==> config.mk <==
export PLATFORM = sky130hd
export DESIGN_NAME = slcp_fifo
export DESIGN_NICKNAME = d
export VERILOG_FILES = /design/src/hw/rtl/slcp_pkg.sv /design/src/hw/rtl/slcp_fifo.sv
export SDC_FILE = /design/constraint.sdc
export NUM_CORES = 1
export LEC_CHECK = 0
export BUFFER_PORTS_ARGS = -buffer_cell sky130_fd_sc_hd__buf_2
export CORE_MARGIN = 2
export CORE_UTILIZATION = 52
export CTS_CLUSTER_DIAMETER = 60
export DETAILED_ROUTE_END_ITERATION = 8
export PLACE_DENSITY = 0.87
export SLEW_MARGIN = 20
export SYNTH_ARGS = -nofsm -noshare
export SYNTH_HDL_FRONTEND = slang
export SYNTH_SLANG_ARGS = --single-unit
==> constraint.sdc <==
create_clock -name clk_i -period 2.6 [get_ports clk_i]
set_input_delay 0.26 -clock clk_i [delete_from_list [all_inputs] [get_ports clk_i]]
set_output_delay 0.26 -clock clk_i [all_outputs]
set_load 0.01 [all_outputs]
==> src/hw/rtl/slcp_pkg.sv <==
// Shared constants for the skew line closest point block.
// No dependencies.
package slcp_pkg;

  localparam int unsigned POS_WIDTH_DEF = 32;
  localparam int unsigned DIR_WIDTH_DEF = 16;
  // entries in the queue between front and back
  localparam int unsigned FIFO_DEPTH    = 2;

endpackage

==> src/hw/rtl/slcp_fifo.sv <==
// Short queue between the front and the back pipelines.
// Depends on slcp_pkg for the depth.
module slcp_fifo #(
  parameter int unsigned WIDTH = 8
) (
  input  logic             clk_i,
  input  logic             rst_ni,
  input  logic             push_valid_i,
  output logic             push_ready_o,
  input  logic [WIDTH-1:0] push_data_i,
  output logic             pop_valid_o,
  input  logic             pop_ready_i,
  output logic [WIDTH-1:0] pop_data_o
);

  localparam int unsigned DEPTH = slcp_pkg::FIFO_DEPTH;
  localparam int unsigned PW    = (DEPTH > 1) ? $clog2(DEPTH) : 1;
  localparam int unsigned CW    = $clog2(DEPTH + 1);

  logic [WIDTH-1:0] mem_q [DEPTH];
  logic [PW-1:0]    wr_ptr_q, rd_ptr_q;
  logic [CW-1:0]    cnt_q;
  logic             push, pop;

  assign push_ready_o = (cnt_q != CW'(DEPTH));
  assign pop_valid_o  = (cnt_q != '0);
  assign push         = push_valid_i && push_ready_o;
  assign pop          = pop_valid_o && pop_ready_i;
  assign pop_data_o   = mem_q[rd_ptr_q];

  always_ff @(posedge clk_i) begin
    if (push) begin
      mem_q[wr_ptr_q] <= push_data_i;
    end
  end

  always_ff @(posedge clk_i or negedge rst_ni) begin
    if (!rst_ni) begin
      wr_ptr_q <= '0;
      rd_ptr_q <= '0;
      cnt_q    <= '0;
    end else begin
      if (push) begin
        wr_ptr_q <= (wr_ptr_q == PW'(DEPTH - 1)) ? '0 : wr_ptr_q + PW'(1);
      end
      if (pop) begin
        rd_ptr_q <= (rd_ptr_q == PW'(DEPTH - 1)) ? '0 : rd_ptr_q + PW'(1);
      end
      if (push && !pop) begin
        cnt_q <= cnt_q + CW'(1);
      end else if (pop && !push) begin
        cnt_q <= cnt_q - CW'(1);
      end
    end
  end

endmodule

==> summary.txt <==
Clock tree
  – Clock Pin Slew Worst Setup and Hold Paths: 0.11 ns
  – Max Buffers Root-to-Sink: 2
  – TritonCTS clock tree: yes
  – Setup bufs post-CTS: 0
  – Clk_lat worst skew: 0.29 ns
  – Root Driver: clkbuf_4
  – H-tree level count: 1
  – CTS Hold Buffers Added: 1
  – Clock sinks: 20
  – CTS Buf Count: 3
  – CTS resizes: 0

Setup path
  – Flop-to-flop setup slack: 0.98 ns
  – Critical path required time: 2.34 ns
  – Setup crit end kind: output port
  – RR Endpoint: mem_q[0][2]
  – CP Launch Point: rd_ptr_q
  – CP Max Fanout: 9
  – Reg2Reg Depth: 3
  – CP Data Arrival Time: 1.39 ns
  – Critical Path End: pop_data_o[0]
  – Element type at the critical path start: register
  – Worst r2r src: cnt_q[0]
  – Setup CP Type: register to output port

Timing
  – Final Cycle Share: 63.4%
  – Slew headroom: 53.3%
  – Setup TNS: 0 ns
  – Fin. Hold Viols: 0
  – Minimum clock period: 1.65 ns
  – RSZ-0062 raised after global routing: no
  – Clk_skew: 0.00594 ns
  – Final setup violating endpoints: 0
  – Hold WS: 0.151 ns
  – Pins Over Slew Limit: 0
  – Worst-Margin Slew: 0.698 ns
  – Achievable Freq: 606 MHz

Global routing
  – Largest net degree at the start of global routing: 12
  – Total track usage: 15.7%
  – Global-route wire length before repair: 2040 um
  – Grt total ovfl: 0
  – Initial antenna violation count: 0
  – Vias in the first global route: 459

Final layout
  – Antenna fix cells: 0
  – Layout cell share with drive strength beyond 1: 51.5%
  – Most frequent cells in the layout: 21 x buf_2, 16 x edfxtp_1, 8 x mux2_2, 4 x dfrtp_1
  – Final Cell Area: 943 sq um
  – Fin cells: 84
  – Filler instances: 113
  – Area Growth Syn to Fin: 19.9%
  – Nets: 82
  – Most common cell after layout, fill and taps aside: buf_2

Drt
  – WL final: 1280 um
  – Vias: 432
  – DR iter-0 viols: 25
  – DR DRC count: 0
  – Vias per cell: 5.14
  – Wire per inst: 15.2 um
  – Pre-antenna DRT Iters: 4
  – Antenna Nets Post-Route: 0

Die
  – Num ports: 22
  – Die height: 42.9 um
  – Core Box Area: 1450 sq um
  – Die area: 1840 sq um
  – Die width: 42.9 um
  – Starting density of the core: 54.1%
  – Num rows: 14

Power and ir drop
  – PD cells: 1080 nW/um^2
  – Leak: 0.388 nW
  – Max IR drop VDD: 0.625 mV

Synthesis
  – Avg Cell Area, Syn: 18.3 sq um
  – Syn_nets: 56
  – Mapped Cells: 43
  – Yosys warning total: 0
  – Area leader, netlist: edfxtp_1
  – Synthesized area: 787 sq um
  – Sequential-to-total area share from yosys stat: 73.8%
  – FF+latch count, synth: 20
  – Top post-synthesis cells by area: edfxtp_1 61%, dfrtp_1 13%, mux2_2 11%, xnor2_1 3.3%, xor2_1 2.2%
  – Count of different cell masters after synthesis: 14
  – Yosys top cell area share: 61.0%

Run
  – Max Cap Violations: 0

Placement
  – Dpl cell area: 907 sq um
  – Hpwl dp: 958 um
  – Port Buffers: 21
  – GPL Wtd Cong: 0.782
  – Placed insts: 79

Min path
  – Tightest Hold Check Type: input pin to register

Status
  – Outcome: completed
## state kept, by name, summed over array words and instances, names as in the netlist
register and flops:
mem_q 16, cnt_q 2, rd_ptr_q 1, wr_ptr_q 1
## cell families after synthesis
kind of cell / Yosys count / synth area share [%]
flops: 20 / 73.8
mux: 8 / 11.4
simple gates: 7 / 6.52
xor+xnor: 5 / 5.57
buf+inv: 2 / 1.11
fa+ha+maj: 1 / 1.59
## cell usage after synthesis
master,number
nand2b_4,1
buf_2,1
nand2_4,1
mux2_2,8
edfxtp_1,16
inv_1,1
ha_1,1
nand2_1,1
and3_1,1
xnor2_1,3
xor2_1,2
nor2_1,2
dfrtp_1,4
or2_4,1
## through the flow
stage | setup WS (ns) | power (mW) | util [%]
3_5_place_dp | 1.01 | 0.887 | 62.4
4_1_cts | 0.923 | 1.03 | 64.9
2_1_floorplan | 1.21 | 0.765 | -
6_report | 0.951 | 1.02 | 64.9
5_1_grt | 0.861 | 1.08 | 64.9
3_3_place_gp | 1.14 | 0.862 | 62.4
## worst max-delay path: stages (launching register included)
cell	delay, ns
dfrtp_1	0.58
mux2_2	0.38
buf_2	0.14
## cell type report
| cell class | count | area (sq um) | area share (%) |
|---|---|---|---|
| Multi-Input combinational cell | 21 | 198 | 21.0 |
| Timing Repair Buffer | 22 | 115 | 12.2 |
| Tap cell | 16 | 20.0 | 2.12 |
| Clock buffer | 4 | 26.3 | 2.79 |
| Sequential cell | 20 | 581 | 61.5 |
| Inverter | 1 | 3.75 | 0.398 |
## routing by layer
layer | wire length (um) | GRT usage, % | vias to the layer above
met5 | 0 | 0 | -
met4 | 0 | 10.6 | 0
met3 | 55 | 2.13 | 0
met2 | 714 | 25.8 | 14
met1 | 507 | 19.2 | 212
li1 | - | - | 206
## worst min-delay path by stage
stage | cells past startpoint | endpoint | slack (ns) | start
detailed placement | 1 | cnt_q[0] | 0.07 | rst_ni
CTS | 1 | mem_q[1][6] | 0.14 | push_data_i[6]
global route | 1 | mem_q[1][6] | 0.15 | push_data_i[6]
global placement | 1 | rd_ptr_q | 0.07 | rst_ni
floorplan | 0 | cnt_q[0] | -0.04 | rst_ni
finish | 1 | mem_q[1][6] | 0.15 | push_data_i[6]
## power breakdown
| group | internal (mW) | switching, mW |
|---|---|---|
| Sequential | 0.448 | 0.0702 |
| Combinational | 0.189 | 0.169 |
| Clock | 0.0596 | 0.0876 |
| Total | 0.697 | 0.327 |
No activity file was read; power rests on OpenSTA's default activity.
