--- src/hw/rtl/slcp_pkg.sv ---
// Shared constants for the skew line closest point block.
// No dependencies.
package slcp_pkg;

  localparam int unsigned POS_WIDTH_DEF = 32;
  localparam int unsigned DIR_WIDTH_DEF = 16;
  // entries in the queue between front and back
  localparam int unsigned FIFO_DEPTH    = 2;

endpackage

--- src/hw/rtl/slcp_if.sv ---
// Valid/ready channel interfaces for the input line pair and the hit result.
// Depends on slcp_pkg for default widths.
interface slcp_in_if #(
  parameter int unsigned POS_WIDTH = slcp_pkg::POS_WIDTH_DEF,
  parameter int unsigned DIR_WIDTH = slcp_pkg::DIR_WIDTH_DEF
) ();
  logic                        valid;
  logic                        ready;
  logic signed [DIR_WIDTH-1:0] trk_dir_x;
  logic signed [DIR_WIDTH-1:0] trk_dir_y;
  logic signed [DIR_WIDTH-1:0] trk_dir_z;
  logic signed [POS_WIDTH-1:0] trk_pt_x;
  logic signed [POS_WIDTH-1:0] trk_pt_y;
  logic signed [POS_WIDTH-1:0] trk_pt_z;
  logic signed [DIR_WIDTH-1:0] wire_dir_x;
  logic signed [DIR_WIDTH-1:0] wire_dir_y;
  logic signed [DIR_WIDTH-1:0] wire_dir_z;
  logic signed [POS_WIDTH-1:0] wire_pt_x;
  logic signed [POS_WIDTH-1:0] wire_pt_y;
  logic signed [POS_WIDTH-1:0] wire_pt_z;

  modport source (
    output valid, trk_dir_x, trk_dir_y, trk_dir_z, trk_pt_x, trk_pt_y, trk_pt_z,
           wire_dir_x, wire_dir_y, wire_dir_z, wire_pt_x, wire_pt_y, wire_pt_z,
    input  ready
  );
  modport sink (
    input  valid, trk_dir_x, trk_dir_y, trk_dir_z, trk_pt_x, trk_pt_y, trk_pt_z,
           wire_dir_x, wire_dir_y, wire_dir_z, wire_pt_x, wire_pt_y, wire_pt_z,
    output ready
  );
endinterface


--- src/hw/rtl/slcp_mul.sv ---
// Two-stage signed multiplier: B is split in halves, partial products registered.
// No dependencies.
module slcp_mul #(
  parameter int unsigned AW = 34,
  parameter int unsigned BW = 51
) (
  input  logic                  clk_i,
  input  logic                  en_i,
  input  logic signed [AW-1:0]  a_i,
  input  logic signed [BW-1:0]  b_i,
  output logic signed [AW+BW-1:0] p_o
);

  localparam int unsigned LW = BW / 2;
  localparam int unsigned HW = BW - LW;

  logic signed [LW:0]       b_lo;
  logic signed [HW-1:0]     b_hi;
  logic signed [AW+LW:0]    pp_lo_q;
  logic signed [AW+HW-1:0]  pp_hi_q;
  logic signed [AW+BW-1:0]  p_q;

  // low half is unsigned, so give it a zero sign bit
  assign b_lo = $signed({1'b0, b_i[LW-1:0]});
  assign b_hi = b_i[BW-1:LW];

  always_ff @(posedge clk_i) begin
    if (en_i) begin
      pp_lo_q <= a_i * b_lo;
      pp_hi_q <= a_i * b_hi;
      p_q     <= ((AW+BW)'(pp_hi_q) <<< LW) + (AW+BW)'(pp_lo_q);
    end
  end

  assign p_o = p_q;

endmodule

--- src/hw/rtl/slcp_front.sv ---
// Front pipeline: offsets, dot products, numerator and denominator.
// Depends on slcp_if, slcp_mul.
module slcp_front #(
  parameter int unsigned POS_WIDTH = 32,
  parameter int unsigned DIR_WIDTH = 16,
  parameter int unsigned FW        = 8
) (
  input  logic           clk_i,
  input  logic           rst_ni,
  slcp_in_if.sink        trk_i,
  output logic           push_valid_o,
  input  logic           push_ready_i,
  output logic [FW-1:0]  push_data_o
);

  localparam int unsigned P  = POS_WIDTH;
  localparam int unsigned D  = DIR_WIDTH;
  localparam int unsigned OW = P + 1;
  localparam int unsigned SW = 2 * D + 2;
  localparam int unsigned TW = D + P + 3;
  localparam int unsigned NW = 3 * D + P + 6;
  localparam int unsigned EW = 4 * D + 5;
  localparam int unsigned NF = 6;

  logic [NF-1:0] v_q;
  logic          en;

  logic signed [D-1:0]     in_a [3];
  logic signed [D-1:0]     in_b [3];
  logic signed [P-1:0]     in_wp [3];
  logic signed [P-1:0]     in_tp [3];

  logic signed [D-1:0]     wd_q [NF][3];
  logic signed [P-1:0]     wp_q [NF][3];
  logic signed [D-1:0]     b1_q [3];
  logic signed [OW-1:0]    off1_q [3];
  logic signed [2*D-1:0]   paa_q [3];
  logic signed [2*D-1:0]   pbb_q [3];
  logic signed [2*D-1:0]   pab_q [3];
  logic signed [D+OW-1:0]  pad_q [3];
  logic signed [D+OW-1:0]  pbd_q [3];
  logic signed [SW-1:0]    aa_q, bb_q, ab_q;
  logic signed [TW-1:0]    ad_q, bd_q;
  logic signed [SW+TW-1:0] p0, p1;
  logic signed [2*SW-1:0]  p2, p3;
  logic signed [NW-1:0]    num_q;
  logic signed [EW-1:0]    den_q;

  assign in_a[0]  = trk_i.wire_dir_x;
  assign in_a[1]  = trk_i.wire_dir_y;
  assign in_a[2]  = trk_i.wire_dir_z;
  assign in_b[0]  = trk_i.trk_dir_x;
  assign in_b[1]  = trk_i.trk_dir_y;
  assign in_b[2]  = trk_i.trk_dir_z;
  assign in_wp[0] = trk_i.wire_pt_x;
  assign in_wp[1] = trk_i.wire_pt_y;
  assign in_wp[2] = trk_i.wire_pt_z;
  assign in_tp[0] = trk_i.trk_pt_x;
  assign in_tp[1] = trk_i.trk_pt_y;
  assign in_tp[2] = trk_i.trk_pt_z;

  // whole pipe advances unless the last stage holds a word the queue refuses
  assign en          = !v_q[NF-1] || push_ready_i;
  assign trk_i.ready = en;

  always_ff @(posedge clk_i or negedge rst_ni) begin
    if (!rst_ni) begin
      v_q <= '0;
    end else if (en) begin
      v_q <= {v_q[NF-2:0], trk_i.valid};
    end
  end

  always_ff @(posedge clk_i) begin
    if (en) begin
      for (int k = 0; k < 3; k++) begin
        wd_q[0][k] <= in_a[k];
        wp_q[0][k] <= in_wp[k];
        b1_q[k]    <= in_b[k];
        off1_q[k]  <= OW'(in_wp[k]) - OW'(in_tp[k]);
        for (int s = 1; s < NF; s++) begin
          wd_q[s][k] <= wd_q[s-1][k];
          wp_q[s][k] <= wp_q[s-1][k];
        end
        paa_q[k] <= wd_q[0][k] * wd_q[0][k];
        pbb_q[k] <= b1_q[k] * b1_q[k];
        pab_q[k] <= wd_q[0][k] * b1_q[k];
        pad_q[k] <= wd_q[0][k] * off1_q[k];
        pbd_q[k] <= b1_q[k] * off1_q[k];
      end
      aa_q  <= SW'(paa_q[0]) + SW'(paa_q[1]) + SW'(paa_q[2]);
      bb_q  <= SW'(pbb_q[0]) + SW'(pbb_q[1]) + SW'(pbb_q[2]);
      ab_q  <= SW'(pab_q[0]) + SW'(pab_q[1]) + SW'(pab_q[2]);
      ad_q  <= TW'(pad_q[0]) + TW'(pad_q[1]) + TW'(pad_q[2]);
      bd_q  <= TW'(pbd_q[0]) + TW'(pbd_q[1]) + TW'(pbd_q[2]);
      num_q <= NW'(p0) - NW'(p1);
      den_q <= EW'(p2) - EW'(p3);
    end
  end

  slcp_mul #(.AW(SW), .BW(TW)) u_mul_bb_ad (
    .clk_i(clk_i), .en_i(en), .a_i(bb_q), .b_i(ad_q), .p_o(p0)
  );
  slcp_mul #(.AW(SW), .BW(TW)) u_mul_ab_bd (
    .clk_i(clk_i), .en_i(en), .a_i(ab_q), .b_i(bd_q), .p_o(p1)
  );
  slcp_mul #(.AW(SW), .BW(SW)) u_mul_ab_ab (
    .clk_i(clk_i), .en_i(en), .a_i(ab_q), .b_i(ab_q), .p_o(p2)
  );
  slcp_mul #(.AW(SW), .BW(SW)) u_mul_aa_bb (
    .clk_i(clk_i), .en_i(en), .a_i(aa_q), .b_i(bb_q), .p_o(p3)
  );

  assign push_valid_o = v_q[NF-1];
  assign push_data_o  = {num_q, den_q,
                         wd_q[NF-1][0], wd_q[NF-1][1], wd_q[NF-1][2],
                         wp_q[NF-1][0], wp_q[NF-1][1], wp_q[NF-1][2]};

endmodule

--- src/flat_wrapper.sv ---
// flat-port wrapper written by rule: the top's interface ports become plain ports
module slcp_front_flat 
#(
  parameter int unsigned POS_WIDTH = 32,
  parameter int unsigned DIR_WIDTH = 16,
  parameter int unsigned FW        = 8
)
  (clk_i, rst_ni, push_valid_o, push_ready_i, push_data_o, trk_i_valid, trk_i_trk_dir_x, trk_i_trk_dir_y, trk_i_trk_dir_z, trk_i_trk_pt_x, trk_i_trk_pt_y, trk_i_trk_pt_z, trk_i_wire_dir_x, trk_i_wire_dir_y, trk_i_wire_dir_z, trk_i_wire_pt_x, trk_i_wire_pt_y, trk_i_wire_pt_z, trk_i_ready);
  slcp_in_if #(.POS_WIDTH(POS_WIDTH), .DIR_WIDTH(DIR_WIDTH)) trk_i_i ();
  input  logic clk_i;
  input  logic rst_ni;
  output logic push_valid_o;
  input  logic push_ready_i;
  output logic [FW-1:0] push_data_o;
  input wire logic [$bits(trk_i_i.valid)-1:0] trk_i_valid;
  input wire logic [$bits(trk_i_i.trk_dir_x)-1:0] trk_i_trk_dir_x;
  input wire logic [$bits(trk_i_i.trk_dir_y)-1:0] trk_i_trk_dir_y;
  input wire logic [$bits(trk_i_i.trk_dir_z)-1:0] trk_i_trk_dir_z;
  input wire logic [$bits(trk_i_i.trk_pt_x)-1:0] trk_i_trk_pt_x;
  input wire logic [$bits(trk_i_i.trk_pt_y)-1:0] trk_i_trk_pt_y;
  input wire logic [$bits(trk_i_i.trk_pt_z)-1:0] trk_i_trk_pt_z;
  input wire logic [$bits(trk_i_i.wire_dir_x)-1:0] trk_i_wire_dir_x;
  input wire logic [$bits(trk_i_i.wire_dir_y)-1:0] trk_i_wire_dir_y;
  input wire logic [$bits(trk_i_i.wire_dir_z)-1:0] trk_i_wire_dir_z;
  input wire logic [$bits(trk_i_i.wire_pt_x)-1:0] trk_i_wire_pt_x;
  input wire logic [$bits(trk_i_i.wire_pt_y)-1:0] trk_i_wire_pt_y;
  input wire logic [$bits(trk_i_i.wire_pt_z)-1:0] trk_i_wire_pt_z;
  output wire logic [$bits(trk_i_i.ready)-1:0] trk_i_ready;
  assign trk_i_i.valid = trk_i_valid;
  assign trk_i_i.trk_dir_x = trk_i_trk_dir_x;
  assign trk_i_i.trk_dir_y = trk_i_trk_dir_y;
  assign trk_i_i.trk_dir_z = trk_i_trk_dir_z;
  assign trk_i_i.trk_pt_x = trk_i_trk_pt_x;
  assign trk_i_i.trk_pt_y = trk_i_trk_pt_y;
  assign trk_i_i.trk_pt_z = trk_i_trk_pt_z;
  assign trk_i_i.wire_dir_x = trk_i_wire_dir_x;
  assign trk_i_i.wire_dir_y = trk_i_wire_dir_y;
  assign trk_i_i.wire_dir_z = trk_i_wire_dir_z;
  assign trk_i_i.wire_pt_x = trk_i_wire_pt_x;
  assign trk_i_i.wire_pt_y = trk_i_wire_pt_y;
  assign trk_i_i.wire_pt_z = trk_i_wire_pt_z;
  assign trk_i_ready = trk_i_i.ready;
  slcp_front #(.POS_WIDTH(POS_WIDTH), .DIR_WIDTH(DIR_WIDTH), .FW(FW)) u_core (.clk_i(clk_i), .rst_ni(rst_ni), .trk_i(trk_i_i), .push_valid_o(push_valid_o), .push_ready_i(push_ready_i), .push_data_o(push_data_o));
endmodule
--- config.mk ---
export PLATFORM = sky130hd
export DESIGN_NAME = slcp_front_flat
export DESIGN_NICKNAME = d
export VERILOG_FILES = /design/src/hw/rtl/slcp_pkg.sv /design/src/hw/rtl/slcp_if.sv /design/src/hw/rtl/slcp_mul.sv /design/src/hw/rtl/slcp_front.sv /design/src/flat_wrapper.sv
export SDC_FILE = /design/constraint.sdc
export NUM_CORES = 1
export LEC_CHECK = 0
export BUFFER_PORTS_ARGS = -buffer_cell sky130_fd_sc_hd__buf_2
export CAP_MARGIN = 20
export CORE_AREA = 2 2 119 121
export DETAILED_ROUTE_END_ITERATION = 12
export DIE_AREA = 0 0 121 123
export RECOVER_POWER = 100
export SETUP_SLACK_MARGIN = 0.2
export SLEW_MARGIN = 10
export SYNTH_ARGS = -nofsm -noshare
export SYNTH_HDL_FRONTEND = slang
export SYNTH_SLANG_ARGS = --single-unit
--- constraint.sdc ---
create_clock -name clk_i -period 1.7 [get_ports clk_i]
set_input_delay 0.255 -clock clk_i [delete_from_list [all_inputs] [get_ports clk_i]]
set_output_delay 0.255 -clock clk_i [all_outputs]
set_load 0.005 [all_outputs]
==> metrics.md <==
| Metric | Value |
|---|---|
| Post-layout util | 0.159 |
| Sequential share of the synthesized area | 0.937 |
| Placed inst area | 0.00205 mm² |
| Beginning of the worst register-to-register path | u_core.v_q[5] |
| Post-Syn Nets | 354 |
| RSZ-0062 raised after global routing | false |
| MaxCap Viol Count | 0 |
| First-pass GRT wire length | 3.42 mm |
| Drt pass-1 iters | 3 |
| Clk slew on worst S/H paths | 0.07 ns |
| Peak VDD IR | 0.453 mV |
| FF+latch count, synth | 54 |
| Setup tns final | 0 ns |
| Hold violation count in the final report | 0 |
| Syn-to-layout area delta | 27.5% |
| Reg area | 0.00159 mm² |
| Yosys cell types | 6 |
| Multi-input gate area | 81.3 µm² |
| Crit path launch type | flip-flop |
| FMAX | 734 MHz |
| Final instance area | 0.00217 mm² |
| CP max FO | 21 |
| Most frequent cells in the layout | 48 x edfxtp_1, 11 x clkbuf_1, 11 x buf_2 |
| Crit. End Element | flip-flop |
| Worst path required time | 1.62 ns |
| Drt total wl | 2.02 mm |
| Syn_area_per_cell | 27.4 µm² |
| Nets | 384 |
| Worst R2R Path Depth | 2 |
| Vias post-DR | 593 |
| Initial antenna violation count | 0 |
| CTS tree | yes |
| Post-detail-place hpwl | 1.38 mm |
| Met2 wire len | 849 µm |
| Metal3 WL | 142 µm |
| P per Cell Area | 1580 mW/mm² |
| CTS Buf Count | 5 |
| Clock insertion delay at the later pin of the skew report | 0.28 ns |
| Fin. max-slew vios | 0 |
| CP max stage cell | clkbuf_2 |
| Hold Crit Depth | 1 |
| Fillers | 1464 |
| Worst Clk Skew | 0.00747 ns |
| CTS resizes | 0 |
| CTS root buffer | clkbuf_16 |
| Final Cycle Share | 0.801 |
| Mapped Cells | 62 |
| Rows | 43 |
| CP arrival | 1.28 ns |
| Yosys warns | 0 |
| Die height | 123 µm |
| CORE AREA | 0.0136 mm² |
| Critical path class | flip-flop to flip-flop |
| Final setup violation count | 0 |
| Port Buffers | 21 |
| Critical Path Max Stage Delay | 0.44 ns |
| Initial Util | 0.125 |
| Clock Sinks | 54 |
| Hold Path Origin | trk_i_wire_pt_z[7] |
| Pin count of the biggest net entering global routing | 29 |
| Die W | 121 µm |
| H-tree levels | 2 |
| Routability cong. | 0.629 |
| GRT overflow | 0 |
| DRT met1 WL | 1.01 mm |
| Highest routed layer | met4 |
| Clock period minus worst slack | 1.36 ns |
| N_diodes | 0 |
| Max clock buf depth | 2 |
| Run status | complete, no violations |
| WL per Instance | 7.41 µm |
| Worst slew pin tran | 0.487 ns |
| Endpoint, Worst Hold | u_core.wp_q[0][7] |
| Pleak | 0.731 nW |
| Die Area | 0.0149 mm² |
| Synth Cell Area | 0.00170 mm² |
| Most common cell after layout, fill and taps aside | edfxtp_1 |
| Share of cells above drive strength 1 | 0.226 |
| DR vias/cell | 2.17 |
| DRC Markers | 0 |
| ANT nets after route | 0 |
| Relative slew slack | 0.676 |
| Cts hold-fix bufs | 1 |
| Initial drt markers | 40 |
| # IOs | 302 |
| Crit-path cells | nand2b_4 > clkbuf_2 |
| Postcts setup bufs | 0 |
| Number of global-route vias before repair | 676 |
| Tot Pwr | 3.42 mW |
| Total track usage | 0.0307 |
| Worst R2R Setup Slack | 0.34 ns |
| Worst r2r dst | u_core.wp_q[2][4] |
| Hold Path Class | input port to flip-flop |
synthesized netlist by cell type:
cell type  count  area, µm²
edfxtp_1      48       1440
dfrtp_1        6        150
mux2_4         5       75.1
buf_6          1       11.3
nand2b_4       1       13.8
or2b_1         1       7.51
metrics by stage:
| step | setup slack, ns | cells | hold WS [ns] |
|---|---|---|---|
| 3_5_place_dp | 0.505 | 264 | 0.0797 |
| 2_1_floorplan | 0.434 | 62 | -0.0406 |
| 4_1_cts | 0.437 | 273 | 0.136 |
| 6_report | 0.338 | 273 | 0.143 |
| 3_3_place_gp | 0.524 | 264 | 0.0768 |
| 5_1_grt | 0.265 | 273 | 0.127 |
cell families after synthesis:
| family | after synthesis | synth area share |
|---|---|---|
| muxes | 5 | 0.0442 |
| buffers and inverters | 1 | 0.00663 |
| DFF | 54 | 0.937 |
| and+or+nand+nor | 2 | 0.0125 |
report_power, final:
group	switching, mW	internal [mW]	total (mW)
registers	0.118	2.01	2.13
logic	0.217	0.134	0.350
clock network	0.397	0.546	0.942
flip-flops by register name, indices dropped and copies added, names as in the netlist:
name,count
u_core.v_q,6
u_core.wp_q,48
worst max-delay path: cells and delay by family, from the launching register on:
family,cells,cell delay [ns]
and+or+nand+nor,1,0.15
DFF,1,0.40
buffers and inverters,1,0.44
worst max-delay path by stage:
| stage | start | end | slack (ns) | cells past startpoint |
|---|---|---|---|---|
| after global routing | u_core.v_q[5] | u_core.wp_q[2][0] | 0.26 | 2 |
| after global placement | u_core.v_q[5] | u_core.wp_q[0][5] | 0.52 | 2 |
| after CTS | u_core.v_q[5] | trk_i_ready | 0.44 | 2 |
| final | u_core.v_q[5] | u_core.wp_q[2][4] | 0.34 | 2 |
| after detailed placement | u_core.v_q[5] | u_core.wp_q[0][5] | 0.50 | 2 |
| after floorplan | u_core.v_q[5] | u_core.v_q[0] | 0.43 | 3 |
per-layer routing:
| layer | vias up | track usage |
|---|---|---|
| li1 | 298 | - |
| met1 | 269 | 0.0376 |
| met2 | 22 | 0.0439 |
| met3 | 4 | 0.0161 |
| met4 | 0 | 0.0153 |
| met5 | - | 0 |
layout make-up:
class / count / area share
sequential: 54 / 0.734
tap: 180 / 0.104
clock buffer: 6 / 0.0595
timing repair buffer: 24 / 0.0589
multi-input combinational: 7 / 0.0375
clock inverter: 2 / 0.00577
No activity file was read; power rests on OpenSTA's default activity.
